### src/rtl/assert_macros.svh
// Assertion macros used by the level meter top level.
// Every macro samples on clk and is disabled while rst_n is low.
`ifndef ASSERT_MACROS_SVH
`define ASSERT_MACROS_SVH

// A property that must hold at every clock edge out of reset.
`define SLM_ASSERT(label, prop, msg) \
  label: assert property (@(posedge clk) disable iff (!rst_n) prop) else $error(msg);

// A condition that must never be seen at a clock edge out of reset.
`define SLM_ASSERT_NEVER(label, cond, msg) \
  `SLM_ASSERT(label, !(cond), msg)

`endif

### src/rtl/slm_pkg.sv
// Shared types and constants for the stereo level meter.
// No dependencies; every RTL module imports this package.
package slm_pkg;

  localparam int SAMPLE_W          = 24;
  localparam int MAG_W             = SAMPLE_W;
  localparam int SQ_W              = 2 * MAG_W - 1;
  localparam int SUM_W             = 60;
  localparam int CNT_W             = 14;
  localparam int CLIP_W            = 23;
  localparam int ROOT_W            = 24;
  localparam int SLOT_W            = 2;
  localparam int SLOT_COUNT        = 3;
  localparam int MAX_BLOCK_SAMPLES = 4096;
  localparam int BLOCK_LIMIT       = 2 * MAX_BLOCK_SAMPLES;

  // Iterative divide then square-root unit.
  localparam int STEP_W      = 6;
  localparam int DIV_STEPS   = SUM_W;
  localparam int ROOT_STEPS  = ROOT_W;
  localparam int RAD_W       = 2 * ROOT_W;
  localparam int SREM_W      = ROOT_W + 1;

  // Input beat layout.
  localparam int CMD_W       = 2;
  localparam int CMD_LSB     = 0;
  localparam int STAGE_LSB   = CMD_LSB + CMD_W;
  localparam int SAMPLE_LSB  = STAGE_LSB + SLOT_W;
  localparam int IN_TDATA_W  = 32;
  localparam int OUT_TDATA_W = 64;

  localparam logic [CLIP_W-1:0] CLIP_RESET = CLIP_W'(4194304);

  localparam logic [CMD_W-1:0] CMD_ACCUM = 2'd0;
  localparam logic [CMD_W-1:0] CMD_CLOSE = 2'd1;
  localparam logic [CMD_W-1:0] CMD_READ  = 2'd2;

  localparam int FIFO_DEPTH = 4;
  localparam int FIFO_AW    = 2;
  localparam int FIFO_CW    = FIFO_AW + 1;

  typedef enum logic [1:0] {
    OP_ACCUM,
    OP_CLOSE,
    OP_READ
  } op_kind_t;

  typedef struct packed {
    op_kind_t                    kind;
    logic [SLOT_W-1:0]           slot;
    logic                        slot_ok;
    logic signed [SAMPLE_W-1:0]  sample;
  } op_t;

  typedef struct packed {
    logic [CNT_W-1:0]  clips;
    logic [ROOT_W-1:0] rms;
    logic [MAG_W-1:0]  peak;
  } level_t;

  typedef struct packed {
    level_t            lv;
    logic [SLOT_W-1:0] slot;
  } result_t;

  typedef struct packed {
    logic             start;
    logic [SUM_W-1:0] sum;
    logic [CNT_W-1:0] count;
  } rm_req_t;

  typedef struct packed {
    logic              busy;
    logic              done;
    logic [ROOT_W-1:0] root;
  } rm_rsp_t;

  typedef enum logic [1:0] {
    BK_RUN,
    BK_ROOT,
    BK_EMIT
  } back_state_t;

  typedef enum logic [1:0] {
    RM_IDLE,
    RM_DIV,
    RM_ROOT,
    RM_DONE
  } rm_state_t;

endpackage

### src/rtl/slm_front.sv
// Front end of the level meter: unpacks input beats and classifies them.
// Depends on slm_pkg. Feeds the command queue.
module slm_front (
  input  logic                             in_tvalid,
  output logic                             in_tready,
  input  logic [slm_pkg::IN_TDATA_W-1:0]   in_tdata,
  output logic                             push_valid,
  input  logic                             push_ready,
  output slm_pkg::op_t                     push_op
);
  import slm_pkg::*;

  logic [CMD_W-1:0]  cmd;
  logic [SLOT_W-1:0] stage;
  logic              stage_ok;
  logic              keep;

  assign cmd      = in_tdata[CMD_LSB +: CMD_W];
  assign stage    = in_tdata[STAGE_LSB +: SLOT_W];
  assign stage_ok = (32'(stage) < SLOT_COUNT);

  // Every beat is taken when the queue has room; beats without any effect
  // (unused command, read of a missing slot) are dropped here.
  assign in_tready = push_ready;

  always_comb begin
    push_op.slot    = stage;
    push_op.slot_ok = stage_ok;
    push_op.sample  = in_tdata[SAMPLE_LSB +: SAMPLE_W];
    push_op.kind    = OP_ACCUM;
    keep            = 1'b0;
    case (cmd)
      CMD_ACCUM: begin
        push_op.kind = OP_ACCUM;
        keep         = 1'b1;
      end
      CMD_CLOSE: begin
        push_op.kind = OP_CLOSE;
        keep         = 1'b1;
      end
      CMD_READ: begin
        push_op.kind = OP_READ;
        keep         = stage_ok;
      end
      default: begin
        keep = 1'b0;
      end
    endcase
  end

  assign push_valid = in_tvalid && keep;

endmodule

### src/rtl/slm_fifo.sv
// Short command queue between the front end and the back end.
// Depends on slm_pkg for the op type and depth.
module slm_fifo (
  input  logic          clk,
  input  logic          rst_n,
  input  logic          push_valid,
  output logic          push_ready,
  input  slm_pkg::op_t  push_op,
  output logic          pop_valid,
  input  logic          pop_ready,
  output slm_pkg::op_t  pop_op
);
  import slm_pkg::*;

  op_t                entry_r [FIFO_DEPTH];
  logic [FIFO_AW-1:0] wr_ptr_r;
  logic [FIFO_AW-1:0] rd_ptr_r;
  logic [FIFO_CW-1:0] count_r;
  logic               do_push;
  logic               do_pop;

  assign push_ready = (count_r != FIFO_CW'(FIFO_DEPTH));
  assign pop_valid  = (count_r != '0);
  assign pop_op     = entry_r[rd_ptr_r];
  assign do_push    = push_valid && push_ready;
  assign do_pop     = pop_valid && pop_ready;

  always_ff @(posedge clk) begin
    if (do_push) begin
      entry_r[wr_ptr_r] <= push_op;
    end
  end

  always_ff @(posedge clk) begin
    if (!rst_n) begin
      wr_ptr_r <= '0;
      rd_ptr_r <= '0;
      count_r  <= '0;
    end else begin
      if (do_push) begin
        wr_ptr_r <= wr_ptr_r + FIFO_AW'(1);
      end
      if (do_pop) begin
        rd_ptr_r <= rd_ptr_r + FIFO_AW'(1);
      end
      if (do_push && !do_pop) begin
        count_r <= count_r + FIFO_CW'(1);
      end else if (do_pop && !do_push) begin
        count_r <= count_r - FIFO_CW'(1);
      end
    end
  end

endmodule

### src/rtl/slm_rootmean.sv
// Iterative unit that computes floor(sqrt(floor(sum / count))).
// Depends on slm_pkg. One quotient bit, then one root bit, per cycle.
module slm_rootmean (
  input  logic             clk,
  input  logic             rst_n,
  input  slm_pkg::rm_req_t req,
  output slm_pkg::rm_rsp_t rsp
);
  import slm_pkg::*;

  rm_state_t          state_r, state_nxt;
  logic [STEP_W-1:0]  cnt_r;
  logic [CNT_W-1:0]   div_r;
  logic [CNT_W-1:0]   rem_r;
  logic [SUM_W-1:0]   q_r;
  logic [SREM_W-1:0]  srem_r;
  logic [ROOT_W-1:0]  root_r;

  logic [CNT_W:0]     dtrial;
  logic [CNT_W:0]     ddiff;
  logic               dge;
  logic [SREM_W+1:0]  scur;
  logic [SREM_W+1:0]  strial;
  logic [SREM_W+1:0]  sdiff;
  logic               sge;
  logic               last_div;
  logic               last_root;

  // Restoring divide: the dividend leaves q_r at the top while quotient bits
  // enter at the bottom. The remainder always stays below the divisor.
  assign dtrial = {rem_r, q_r[SUM_W-1]};
  assign dge    = (dtrial >= {1'b0, div_r});
  assign ddiff  = dtrial - {1'b0, div_r};

  // Digit-by-digit square root over the low RAD_W quotient bits; the mean
  // square never exceeds the largest single square, so the upper bits are zero.
  assign scur   = {srem_r, q_r[RAD_W-1 -: 2]};
  assign strial = {1'b0, root_r, 2'b01};
  assign sge    = (scur >= strial);
  assign sdiff  = scur - strial;

  assign last_div  = (cnt_r == STEP_W'(DIV_STEPS - 1));
  assign last_root = (cnt_r == STEP_W'(ROOT_STEPS - 1));

  always_comb begin
    state_nxt = state_r;
    case (state_r)
      RM_IDLE: begin
        if (req.start) begin
          state_nxt = RM_DIV;
        end
      end
      RM_DIV: begin
        if (last_div) begin
          state_nxt = RM_ROOT;
        end
      end
      RM_ROOT: begin
        if (last_root) begin
          state_nxt = RM_DONE;
        end
      end
      RM_DONE: begin
        state_nxt = RM_IDLE;
      end
      default: begin
        state_nxt = RM_IDLE;
      end
    endcase
  end

  always_comb begin
    rsp.busy = (state_r != RM_IDLE);
    rsp.done = (state_r == RM_DONE);
    rsp.root = root_r;
  end

  always_ff @(posedge clk) begin
    if (!rst_n) begin
      state_r <= RM_IDLE;
    end else begin
      state_r <= state_nxt;
    end
  end

  always_ff @(posedge clk) begin
    case (state_r)
      RM_IDLE: begin
        q_r   <= req.sum;
        div_r <= req.count;
        rem_r <= '0;
        cnt_r <= '0;
      end
      RM_DIV: begin
        rem_r <= dge ? ddiff[CNT_W-1:0] : dtrial[CNT_W-1:0];
        q_r   <= {q_r[SUM_W-2:0], dge};
        if (last_div) begin
          cnt_r  <= '0;
          srem_r <= '0;
          root_r <= '0;
        end else begin
          cnt_r <= cnt_r + STEP_W'(1);
        end
      end
      RM_ROOT: begin
        srem_r <= sge ? sdiff[SREM_W-1:0] : scur[SREM_W-1:0];
        root_r <= {root_r[ROOT_W-2:0], sge};
        q_r    <= {q_r[SUM_W-3:0], 2'b00};
        cnt_r  <= cnt_r + STEP_W'(1);
      end
      default: begin
        cnt_r <= cnt_r;
      end
    endcase
  end

endmodule

### src/rtl/slm_back.sv
// Back end of the level meter: accumulators, close sequencing, stage slots
// and the output register. Depends on slm_pkg and slm_rootmean.
module slm_back (
  input  logic                         clk,
  input  logic                         rst_n,
  input  logic [slm_pkg::CLIP_W-1:0]   clip_level,
  input  logic                         pop_valid,
  output logic                         pop_ready,
  input  slm_pkg::op_t                 pop_op,
  output slm_pkg::rm_req_t             rm_req,
  input  slm_pkg::rm_rsp_t             rm_rsp,
  output logic                         out_valid,
  input  logic                         out_ready,
  output slm_pkg::result_t             out_result
);
  import slm_pkg::*;

  back_state_t        state_r, state_nxt;

  logic [MAG_W-1:0]   peak_r, peak_nxt;
  logic [SUM_W-1:0]   sum_r, sum_nxt;
  logic [CNT_W-1:0]   seen_r, seen_nxt;
  logic [CNT_W-1:0]   clips_r, clips_nxt;

  logic               v1_r;
  logic [MAG_W-1:0]   mag_r;
  logic               v2_r;
  logic [SQ_W-1:0]    sq_r;
  logic [2*MAG_W-1:0] prod;

  logic [MAG_W-1:0]   cl_peak_r;
  logic [CNT_W-1:0]   cl_clips_r;
  logic [SLOT_W-1:0]  cl_slot_r;
  logic [ROOT_W-1:0]  rms_r;

  level_t             lv_r [SLOT_COUNT];
  logic               out_valid_r;
  result_t            out_data_r;

  logic [SAMPLE_W-1:0] raw;
  logic [MAG_W-1:0]   mag;
  logic               out_free;
  logic               acc_take;
  logic               acc_ok;
  logic               close_take;
  logic               read_take;
  logic               emit_load;
  level_t             emit_lv;

  assign raw      = pop_op.sample;
  assign mag      = raw[SAMPLE_W-1] ? (~raw + MAG_W'(1)) : raw;
  assign out_free = !out_valid_r || out_ready;
  assign prod     = mag_r * mag_r;

  assign emit_lv.peak  = cl_peak_r;
  assign emit_lv.rms   = rms_r;
  assign emit_lv.clips = cl_clips_r;

  // Next state.
  always_comb begin
    state_nxt = state_r;
    case (state_r)
      BK_RUN: begin
        if (close_take && pop_op.slot_ok) begin
          state_nxt = (seen_r == '0) ? BK_EMIT : BK_ROOT;
        end
      end
      BK_ROOT: begin
        if (rm_rsp.done) begin
          state_nxt = BK_EMIT;
        end
      end
      BK_EMIT: begin
        if (out_free) begin
          state_nxt = BK_RUN;
        end
      end
      default: begin
        state_nxt = BK_RUN;
      end
    endcase
  end

  // Outputs of the sequencer. A close waits for the square pipeline to
  // drain so that the sum it hands over is final.
  always_comb begin
    pop_ready = 1'b0;
    if (state_r == BK_RUN && pop_valid) begin
      case (pop_op.kind)
        OP_ACCUM: pop_ready = 1'b1;
        OP_CLOSE: pop_ready = !v1_r && !v2_r;
        OP_READ:  pop_ready = out_free;
        default:  pop_ready = 1'b0;
      endcase
    end
    acc_take     = pop_ready && (pop_op.kind == OP_ACCUM);
    close_take   = pop_ready && (pop_op.kind == OP_CLOSE);
    read_take    = pop_ready && (pop_op.kind == OP_READ);
    acc_ok       = acc_take && (seen_r < CNT_W'(BLOCK_LIMIT));
    emit_load    = (state_r == BK_EMIT) && out_free;
    rm_req.start = close_take && pop_op.slot_ok && (seen_r != '0);
    rm_req.sum   = sum_r;
    rm_req.count = seen_r;
  end

  // Accumulator updates.
  always_comb begin
    peak_nxt  = peak_r;
    sum_nxt   = sum_r;
    seen_nxt  = seen_r;
    clips_nxt = clips_r;
    if (close_take) begin
      peak_nxt  = '0;
      sum_nxt   = '0;
      seen_nxt  = '0;
      clips_nxt = '0;
    end else begin
      if (acc_ok) begin
        if (mag > peak_r) begin
          peak_nxt = mag;
        end
        if (mag > MAG_W'(clip_level)) begin
          clips_nxt = clips_r + CNT_W'(1);
        end
        seen_nxt = seen_r + CNT_W'(1);
      end
      if (v2_r) begin
        sum_nxt = sum_r + SUM_W'(sq_r);
      end
    end
  end

  always_ff @(posedge clk) begin
    if (!rst_n) begin
      state_r     <= BK_RUN;
      peak_r      <= '0;
      sum_r       <= '0;
      seen_r      <= '0;
      clips_r     <= '0;
      v1_r        <= 1'b0;
      v2_r        <= 1'b0;
      out_valid_r <= 1'b0;
      for (int i = 0; i < SLOT_COUNT; i++) begin
        lv_r[i] <= '0;
      end
    end else begin
      state_r <= state_nxt;
      peak_r  <= peak_nxt;
      sum_r   <= sum_nxt;
      seen_r  <= seen_nxt;
      clips_r <= clips_nxt;
      v1_r    <= acc_ok;
      v2_r    <= v1_r;
      if (read_take || emit_load) begin
        out_valid_r <= 1'b1;
      end else if (out_ready) begin
        out_valid_r <= 1'b0;
      end
      if (emit_load) begin
        lv_r[cl_slot_r] <= emit_lv;
      end
    end
  end

  always_ff @(posedge clk) begin
    mag_r <= mag;
    sq_r  <= prod[SQ_W-1:0];
    if (close_take) begin
      cl_peak_r  <= peak_r;
      cl_clips_r <= clips_r;
      cl_slot_r  <= pop_op.slot;
      rms_r      <= '0;
    end else if (state_r == BK_ROOT && rm_rsp.done) begin
      rms_r <= rm_rsp.root;
    end
    if (read_take) begin
      out_data_r.lv   <= lv_r[pop_op.slot];
      out_data_r.slot <= pop_op.slot;
    end else if (emit_load) begin
      out_data_r.lv   <= emit_lv;
      out_data_r.slot <= cl_slot_r;
    end
  end

  assign out_valid  = out_valid_r;
  assign out_result = out_data_r;

endmodule

### src/rtl/stereo_level_meter_top.sv
// Top level of the stereo level meter: ports, clip threshold and assertions.
// Depends on slm_pkg, assert_macros.svh and the slm_* submodules.

// Stereo block level meter. Send the samples of one audio block (left channel,
// then right channel) as accumulate beats, then one close beat naming a stage
// slot; the block answers the close with the block's peak magnitude, floor rms
// and clip count, and keeps them in that slot for later read beats. Accumulate
// beats are taken one per cycle while the queue has room and produce no result;
// beyond 8192 samples in one block they are ignored until the close. A close
// first waits for the two stage squaring pipeline to drain, then runs a shared
// iterative unit that divides the sum of squares by the sample count one
// quotient bit per cycle and takes the square root one result bit per cycle.
// A close of an empty block skips the unit and goes straight to the emit state,
// and a close naming a missing slot only clears the block. A read is answered
// from the slot record through the output register. A four-beat queue sits
// between the input port and the back end, so the next samples are taken while
// a close is still being worked out. clip_level may be written only while the
// block is idle.
`include "assert_macros.svh"

module stereo_level_meter_top (
  input  logic                             clk,
  input  logic                             rst_n,
  // Clip threshold write.
  input  logic                             cfg_wr_en,
  input  logic [slm_pkg::CLIP_W-1:0]       cfg_wr_data,
  // Input stream.
  input  logic                             in_tvalid,
  output logic                             in_tready,
  // tdata from bit 0: command[1:0], stage[3:2], sample[27:4], zero pad[31:28].
  input  logic [slm_pkg::IN_TDATA_W-1:0]   in_tdata,
  // Result stream.
  output logic                             out_tvalid,
  input  logic                             out_tready,
  // tdata from bit 0: slot[1:0], peak_level[25:2], rms_level[49:26],
  // clip_total[63:50].
  output logic [slm_pkg::OUT_TDATA_W-1:0]  out_tdata
);
  import slm_pkg::*;

  logic [CLIP_W-1:0] clip_level_r;

  logic    push_valid;
  logic    push_ready;
  op_t     push_op;
  logic    pop_valid;
  logic    pop_ready;
  op_t     pop_op;
  rm_req_t rm_req;
  rm_rsp_t rm_rsp;
  result_t out_result;

  // The threshold register takes a write on every beat of the write enable.
  always_ff @(posedge clk) begin
    if (!rst_n) begin
      clip_level_r <= CLIP_RESET;
    end else if (cfg_wr_en) begin
      clip_level_r <= cfg_wr_data;
    end
  end

  slm_front u_front (
    .in_tvalid  (in_tvalid),
    .in_tready  (in_tready),
    .in_tdata   (in_tdata),
    .push_valid (push_valid),
    .push_ready (push_ready),
    .push_op    (push_op)
  );

  slm_fifo u_fifo (
    .clk        (clk),
    .rst_n      (rst_n),
    .push_valid (push_valid),
    .push_ready (push_ready),
    .push_op    (push_op),
    .pop_valid  (pop_valid),
    .pop_ready  (pop_ready),
    .pop_op     (pop_op)
  );

  slm_rootmean u_rootmean (
    .clk   (clk),
    .rst_n (rst_n),
    .req   (rm_req),
    .rsp   (rm_rsp)
  );

  slm_back u_back (
    .clk        (clk),
    .rst_n      (rst_n),
    .clip_level (clip_level_r),
    .pop_valid  (pop_valid),
    .pop_ready  (pop_ready),
    .pop_op     (pop_op),
    .rm_req     (rm_req),
    .rm_rsp     (rm_rsp),
    .out_valid  (out_tvalid),
    .out_ready  (out_tready),
    .out_result (out_result)
  );

  assign out_tdata = out_result;

  // The back end never starts a root computation while one is running.
  `SLM_ASSERT_NEVER(a_start_while_busy, rm_req.start && rm_rsp.busy, "root unit restarted while busy")
  // A start always puts the root unit to work on the next cycle.
  `SLM_ASSERT(a_start_takes, rm_req.start |=> rm_rsp.busy, "root unit ignored a start")
  // The input side only stalls when the queue holds work for the back end.
  `SLM_ASSERT(a_stall_has_work, !in_tready |-> pop_valid, "input stalled with an empty queue")

endmodule

### config.mk
export PLATFORM = sky130hd
export DESIGN_NAME = stereo_level_meter_top
export DESIGN_NICKNAME = d
export VERILOG_FILES = /design/src/rtl/slm_pkg.sv /design/src/rtl/slm_front.sv /design/src/rtl/slm_fifo.sv /design/src/rtl/slm_rootmean.sv /design/src/rtl/slm_back.sv /design/src/rtl/stereo_level_meter_top.sv
export VERILOG_INCLUDE_DIRS = /design/src /design/src/rtl
export SDC_FILE = /design/constraint.sdc
export NUM_CORES = 2
export LEC_CHECK = 0
export BUFFER_PORTS_ARGS = -buffer_cell sky130_fd_sc_hd__buf_2
export CAP_MARGIN = 0
export CORE_MARGIN = 8
export CORE_UTILIZATION = 32
export DETAILED_ROUTE_END_ITERATION = 8
export HOLD_SLACK_MARGIN = 0.02
export SLEW_MARGIN = 20
export SYNTH_ARGS = -nofsm -noshare
export SYNTH_HDL_FRONTEND = slang
export SYNTH_HIERARCHICAL = 1
export SYNTH_SLANG_ARGS = --single-unit
export TNS_END_PERCENT = 30
### constraint.sdc
create_clock -name clk -period 18.28 [get_ports clk]
set_clock_uncertainty 0.2 [all_clocks]
set_input_delay 0 -clock clk [delete_from_list [all_inputs] [get_ports clk]]
set_output_delay 0 -clock clk [all_outputs]
set_load 0.01 [all_outputs]
# Word-level counts from Yosys, hierarchy flattened
# Memory sizes are Yosys's and may differ from the RTL's. A register that Yosys moved wholly into a read port is not among the register bits.
# Cells that the tools add are included.
dict set report classes {
  n_addsub 11
  mul 1
  order_cmp 6
  eq_ne 18
  n_mux 41
  bitwise_logic 2
  n_reduce_logical 43
}
# cell count
set ops {}
lappend ops {{60-bit one-hot mux with 3 select lines} 1}
lappend ops {{64-bit two-way mux} 2}
lappend ops {{62-bit two-way mux} 1}
lappend ops {{62-bit OR reduction} 1}
lappend ops {{60-bit by 47-bit adder with 60-bit output} 1}
lappend ops {{25-bit two-way mux} 2}
lappend ops {{25-bit one-hot mux with 2 select lines} 1}
lappend ops {{24-bit two-way mux} 2}
lappend ops {{24-bit one-hot mux with 2 select lines} 1}
lappend ops {{24-bit by 24-bit multiplier with 47-bit output} 1}
lappend ops {{14-bit by 1-bit adder with 14-bit output, second input constant} 2}
lappend ops {{14-bit one-hot mux with 2 select lines} 1}
lappend ops {{27-bit by 26-bit >= comparator with 1-bit output} 1}
lappend ops {{25-bit subtractor} 1}
lappend ops {{24-bit by 1-bit adder with 24-bit output, second input constant} 1}
lappend ops {{24-bit by 23-bit greater-than comparator with 1-bit output} 1}
lappend ops {{24-bit greater-than comparator} 1}
lappend ops {{24-bit inverter} 1}
lappend ops {{2-bit two-way mux} 10}
lappend ops {{6-bit one-hot mux with 3 select lines} 1}
lappend ops {{15-bit by 14-bit >= comparator with 1-bit output} 1}
lappend ops {{1-bit logical AND} 15}
lappend ops {{14-bit logical NOT} 1}
lappend ops {{14-bit less-than comparator, second input constant} 1}
lappend ops {{32 further kinds} 71}
dict set report totals {
  ff_bits 491
  mem_bits_rw 302
  in_bits 60
  out_inout_bits 66
  wordCells 153
  memories 2
}
# memory depth word_bits read_ports rd_ports_with_merged_regs write_ports line
set mem_list {}
lappend mem_list {u_back.lv_r 3 62 1 0 3 slm_back.sv:36} ;# level_t lv_r [SLOT_COUNT];
lappend mem_list {u_fifo.entry_r 4 29 1 1 1 slm_fifo.sv:15} ;# op_t entry_r [FIFO_DEPTH];

# Longest topological paths before layout
dict set report logic_depth {
  depth_word 9
  ltp_mapped 27
  mapped_depth_nobuf 25
}

# By module
# Netlist, hierarchy kept.
# mod n_inst cells_per_inst area_each_um2
set by_module_without_submodules {}
lappend by_module_without_submodules {slm_back 1 3809 41644.9}
lappend by_module_without_submodules {slm_rootmean 1 845 8476.9}
lappend by_module_without_submodules {slm_fifo 1 199 4672.0}
lappend by_module_without_submodules {stereo_level_meter_top 1 74 890.9}
lappend by_module_without_submodules {slm_front 1 33 245.2}

# Least setup slack after synthesis
# Ideal clock, no wire load.
dict set report synth_path {
  path_kind {reg2reg}
  start {reg u_back.mag_r[21]}
  end {reg u_back.sq_r[44]}
  arrival_ns 6.942
  required_ns 18.008
  slack_ns 11.066
  path_stages_with_launch 26
  path_buffers 2
  period_less_slack_ns 7.214
  cell_sequence {dfxtp_1 -> clkbuf_1 -> nand2_1 -> inv_1 -> fa_1 -> inv_1 -> fa_1 -> fa_1 -> inv_1 -> fa_1 -> fa_1 -> fa_1 -> inv_1 -> fa_1 -> inv_1 -> ha_1 -> clkbuf_1 -> and4_1 -> and3_1 -> a221oi_1 -> nand2_1 -> o41ai_1 -> o211a_1 -> nor3_1 -> o41ai_1 -> xnor2_1}
}
dict set report synth_between {
  elab_chain_len 1
}
# element line
set synth_rtl {}
lappend synth_rtl {{start: declaration} slm_back.sv:26} ;# logic [MAG_W-1:0] mag_r;
lappend synth_rtl {{start signal: assignment} slm_back.sv:166} ;# mag_r <= mag;
lappend synth_rtl {{24-bit by 24-bit multiplier with 47-bit output} slm_back.sv:53} ;# assign prod = mag_r * mag_r;
lappend synth_rtl {{via u_back.prod[44]} slm_back.sv:29} ;# logic [2*MAG_W-1:0] prod;
lappend synth_rtl {{end signal: assignment} slm_back.sv:167} ;# sq_r <= prod[SQ_W-1:0];
lappend synth_rtl {{end: declaration} slm_back.sv:28} ;# logic [SQ_W-1:0] sq_r;
# The timed path passes the listed nets, and every way through them passes these cells.
# A chain may end at the register's enable or synchronous reset.

# Worst setup path after layout
dict set report layout_path {
  start {reg u_back.mag_r[11]}
  end {reg u_back.sq_r[44]}
}
# The elaborated chain is that of the path after synthesis.

==> results by group <==
Run status
  • Status: completed

STA
  • Setup TNS: 0 ns
  • Period utilisation layout: 0.441
  • Slew of the pin with the lowest slew margin: 1.06 ns
  • RSZ-0062 raised after global routing: false
  • Fin. max-slew vios: 0
  • Final hold vios: 0
  • Max-slew headroom: 0.296
  • Smallest hold slack: 0.0888 ns
  • Number of setup violations in the final report: 0
  • Post-route setup slack: 10.22 ns
  • Peak Freq: 124 MHz
  • Minimum clock period after layout: 8.06 ns

Die
  • Die area: 188000 µm²
  • Core ar.: 174000 µm²
  • Die H: 434 µm
  • Io pins: 126
  • Initial Utilization: 0.322
  • Chip Width: 434 µm
  • Num rows: 153

Finish
  • Final Instance Area: 63200 µm²
  • Fraction of layout cells with a size suffix above 1: 0.103
  • Nets: 5936
  • Area grow syn2layout: 13.0%

Route
  • DRC: 0
  • WL/cell: 17.1 µm
  • DR iter-0 viols: 2546
  • Vias per Instance: 4.82
  • Vias: 36200
  • First drt pass iteration count: 5
  • Final wirelength: 128000 µm
  • ANT nets after route: 0

Critical path
  • CP peak stage delay: 0.86 ns
  • Reg2Reg Depth: 23
  • Crit end category: flip-flop
  • CP max FO: 25
  • Startpoint Class: flip-flop
  • CP dominant cell by count: fa_1
  • Critical-path top delay cell: dfxtp_2
  • Largest delay contributor family on the critical path: adder cells
  • Crit path kind: reg -> reg
  • Cell depth of the worst setup path: 23
  • Critical path cell sequence: nand2_1 > fa_1 > inv_1 > fa_1 > inv_1 > fa_1 > fa_1 > inv_1 > fa_1 > fa_1 > inv_1 > fa_1 > inv_1 > ha_1 > a21oi_1 > o211ai_1 > a21boi_0 > a21oi_1 > o41ai_1 > o211a_1 > nor3_1 > o41ai_1 > xnor2_1
  • WP data arrival: 8.44 ns
  • CP Buf/Inv Count: 5
  • Critical Path RT: 18.67 ns

Synth
  • Yosys top cell by area: edfxtp_1
  • Cell count after synthesis: 4960
  • Mean area per synthesized cell: 11.3 µm²
  • Area contributors post-synth: edfxtp_1 33%, fa_1 16%, dfxtp_1 8.8%
  • Register bit count reported by yosys: 856
  • Main synth FF type: edfxtp_1
  • Post-synth EDFFs: 611
  • Post-synthesis cell type count: 89
  • Mapped Nets: 5777
  • Synth warn: 6
  • Post-synthesis sequential area ratio: 0.416
  • Area share of the largest cell type after synthesis: 0.328
  • Share of synthesized registers carrying an async set or reset: 0
  • Top cell types by occurrence after synthesis: 712 x inv_1, 611 x edfxtp_1, 434 x fa_1, 343 x nand2_1, 337 x and2_1
  • Most frequent cell after synthesis: inv_1
  • Post-Syn Area: 55900 µm²

GRT
  • GRT overflow: 0
  • GRT Overall Usage: 0.135
  • Vias in the first global route: 38000
  • First-pass GRT wire length: 208000 µm
  • Largest net degree at the start of global routing: 85
  • Initial antenna violation count: 6

Clock tree
  • Resized cells post-CTS: 0
  • Number of hold buffers added after CTS: 132
  • Post-CTS Repair Setup Buffers: 0
  • Cts bufs inserted: 86
  • Clock slew at reported path FFs: 0.06 ns
  • Max clock buf depth: 3
  • Clk Latency, worst-skew pair: 0.68 ns
  • Root Driver: clkbuf_16
  • Htree depth: 3
  • CTS tree: built
  • Clock net sink count: 856

Placement
  • Routability cong.: 0.855
  • Post-DP HPWL: 88700 µm
  • Pre-CTS WS: 10.25 ns
  • I/O Buffers: 121
  • Post-DP Area: 58900 µm²

Worst hold path
  • Hold Path Class: in -> reg
  • Worst hold path cell count: 3

Run
  • Max-Cap Viols: 0
flip-flops by register name, summed over array words and instances (netlist names), 3 cells and up, named ones only:
| name | cells |
|---|---|
| u_back/peak_r | 24 |
| u_back/out_result | 64 |
| u_rootmean/rem_r | 14 |
| u_fifo/count_r | 3 |
| u_rootmean/root_r | 24 |
| u_back/cl_peak_r | 24 |
| u_back/mag_r | 24 |
| u_rootmean/srem_r | 25 |
| u_rootmean/div_r | 14 |
| u_back/sum_r | 60 |
| u_fifo/entry_r | 116 |
| clip_level_r | 23 |
| u_back/seen_r | 14 |
| u_rootmean/q_r | 60 |
| u_back/cl_clips_r | 14 |
| u_back/lv_r | 248 |
| u_back/rms_r | 24 |
| u_rootmean/cnt_r | 6 |
| u_back/clips_r | 14 |
| u_back/sq_r | 46 |
cell type report:
type / instances / area [µm²]
Multi-Input combinational cell: 3147 / 29000
Tap cell: 2325 / 2910
Clock buffer: 112 / 2360
Timing Repair Buffer: 316 / 2420
Antenna cell: 4 / 10.0
Fill cell: 17100 / 111000
Inverter: 712 / 2670
Clock inverter: 47 / 579
Sequential cell: 856 / 23300
layout by cell type, fill, tap and decap left out, types with 16 or more instances in the layout:
| cell | netlist | routed |
|---|---|---|
| inv_1 | 712 | 712 |
| edfxtp_1 | 611 | 611 |
| fa_1 | 434 | 434 |
| nand2_1 | 343 | 342 |
| and2_1 | 337 | 337 |
| ha_1 | 323 | 320 |
| nor2_1 | 245 | 244 |
| dfxtp_1 | 245 | 242 |
| a21oi_1 | 239 | 238 |
| dlygate4sd3_1 | 0 | 132 |
| xnor2_1 | 130 | 130 |
| buf_2 | 6 | 121 |
| o21ai_0 | 121 | 121 |
| mux4_2 | 90 | 89 |
| clkbuf_16 | 0 | 87 |
| a21o_1 | 83 | 83 |
| nand3_1 | 82 | 82 |
| mux2_2 | 66 | 66 |
| mux2i_1 | 63 | 63 |
| buf_4 | 32 | 62 |
| a22oi_1 | 60 | 60 |
| xor2_1 | 51 | 51 |
| nor2b_1 | 51 | 50 |
| nand4_1 | 47 | 47 |
| nor3_1 | 35 | 34 |
| o31ai_1 | 32 | 32 |
| and3_1 | 27 | 27 |
| clkinv_2 | 0 | 19 |
| a211oi_1 | 20 | 19 |
| or3_1 | 18 | 18 |
| nand2b_1 | 22 | 18 |
| clkbuf_1 | 184 | 16 |
| nand3b_1 | 16 | 16 |
worst min-delay path, cell delays in order:
cell           delay (ns)
dlygate4sd3_1        0.54
buf_2                0.14
nor2b_1              0.09
per-stage QoR:
stage / std cells / utilization
final: 7519 / 0.364
after global routing: 7518 / 0.364
after CTS: 7514 / 0.363
after detailed placement: 7223 / 0.339
after global placement: 7223 / 0.339
after floorplan: 4960 / -
per-layer routing:
layer,up-vias,track usage,part of all wire
li1,17200,-,-
met1,18100,0.187,0.46
met2,760,0.222,0.47
met3,180,0.0218,0.047
met4,0,0.0316,0.023
met5,-,0,0
kinds of logic (layout without fill, tap and decap cells):
group	count (synthesis)	in the layout	synth area share
adders and majority gates	757	757	0.228
AOI/OAI and AO/OA	707	707	0.0804
xor gates and xnor gates	181	181	0.0283
and+or+nand+nor	1282	1282	0.119
buffers and inverters	957	1187	0.0681
DFF	856	856	0.416
muxes	220	220	0.0613
other	0	4	0
path summary, 6_finish.rpt:
check / endpoint / slack, ns / start
hold / removal: u_fifo/entry_r[2][27]$_DFFE_PP_ / 0.09 / in_tdata[1]
hold reg to reg: u_back/cl_peak_r[6]$_DFFE_PP_ / 0.23 / u_back/peak_r[6]$_SDFFE_PP0P_
setup / recovery: u_back/sq_r[44]$_DFF_P_ / 10.22 / u_back/mag_r[11]$_DFF_P_
setup reg to reg: u_back/sq_r[44]$_DFF_P_ / 10.22 / u_back/mag_r[11]$_DFF_P_
Power is left out: the tool's default activity adds up to more than one toggle a clock period on the data nets, which glitch-free logic cannot reach.
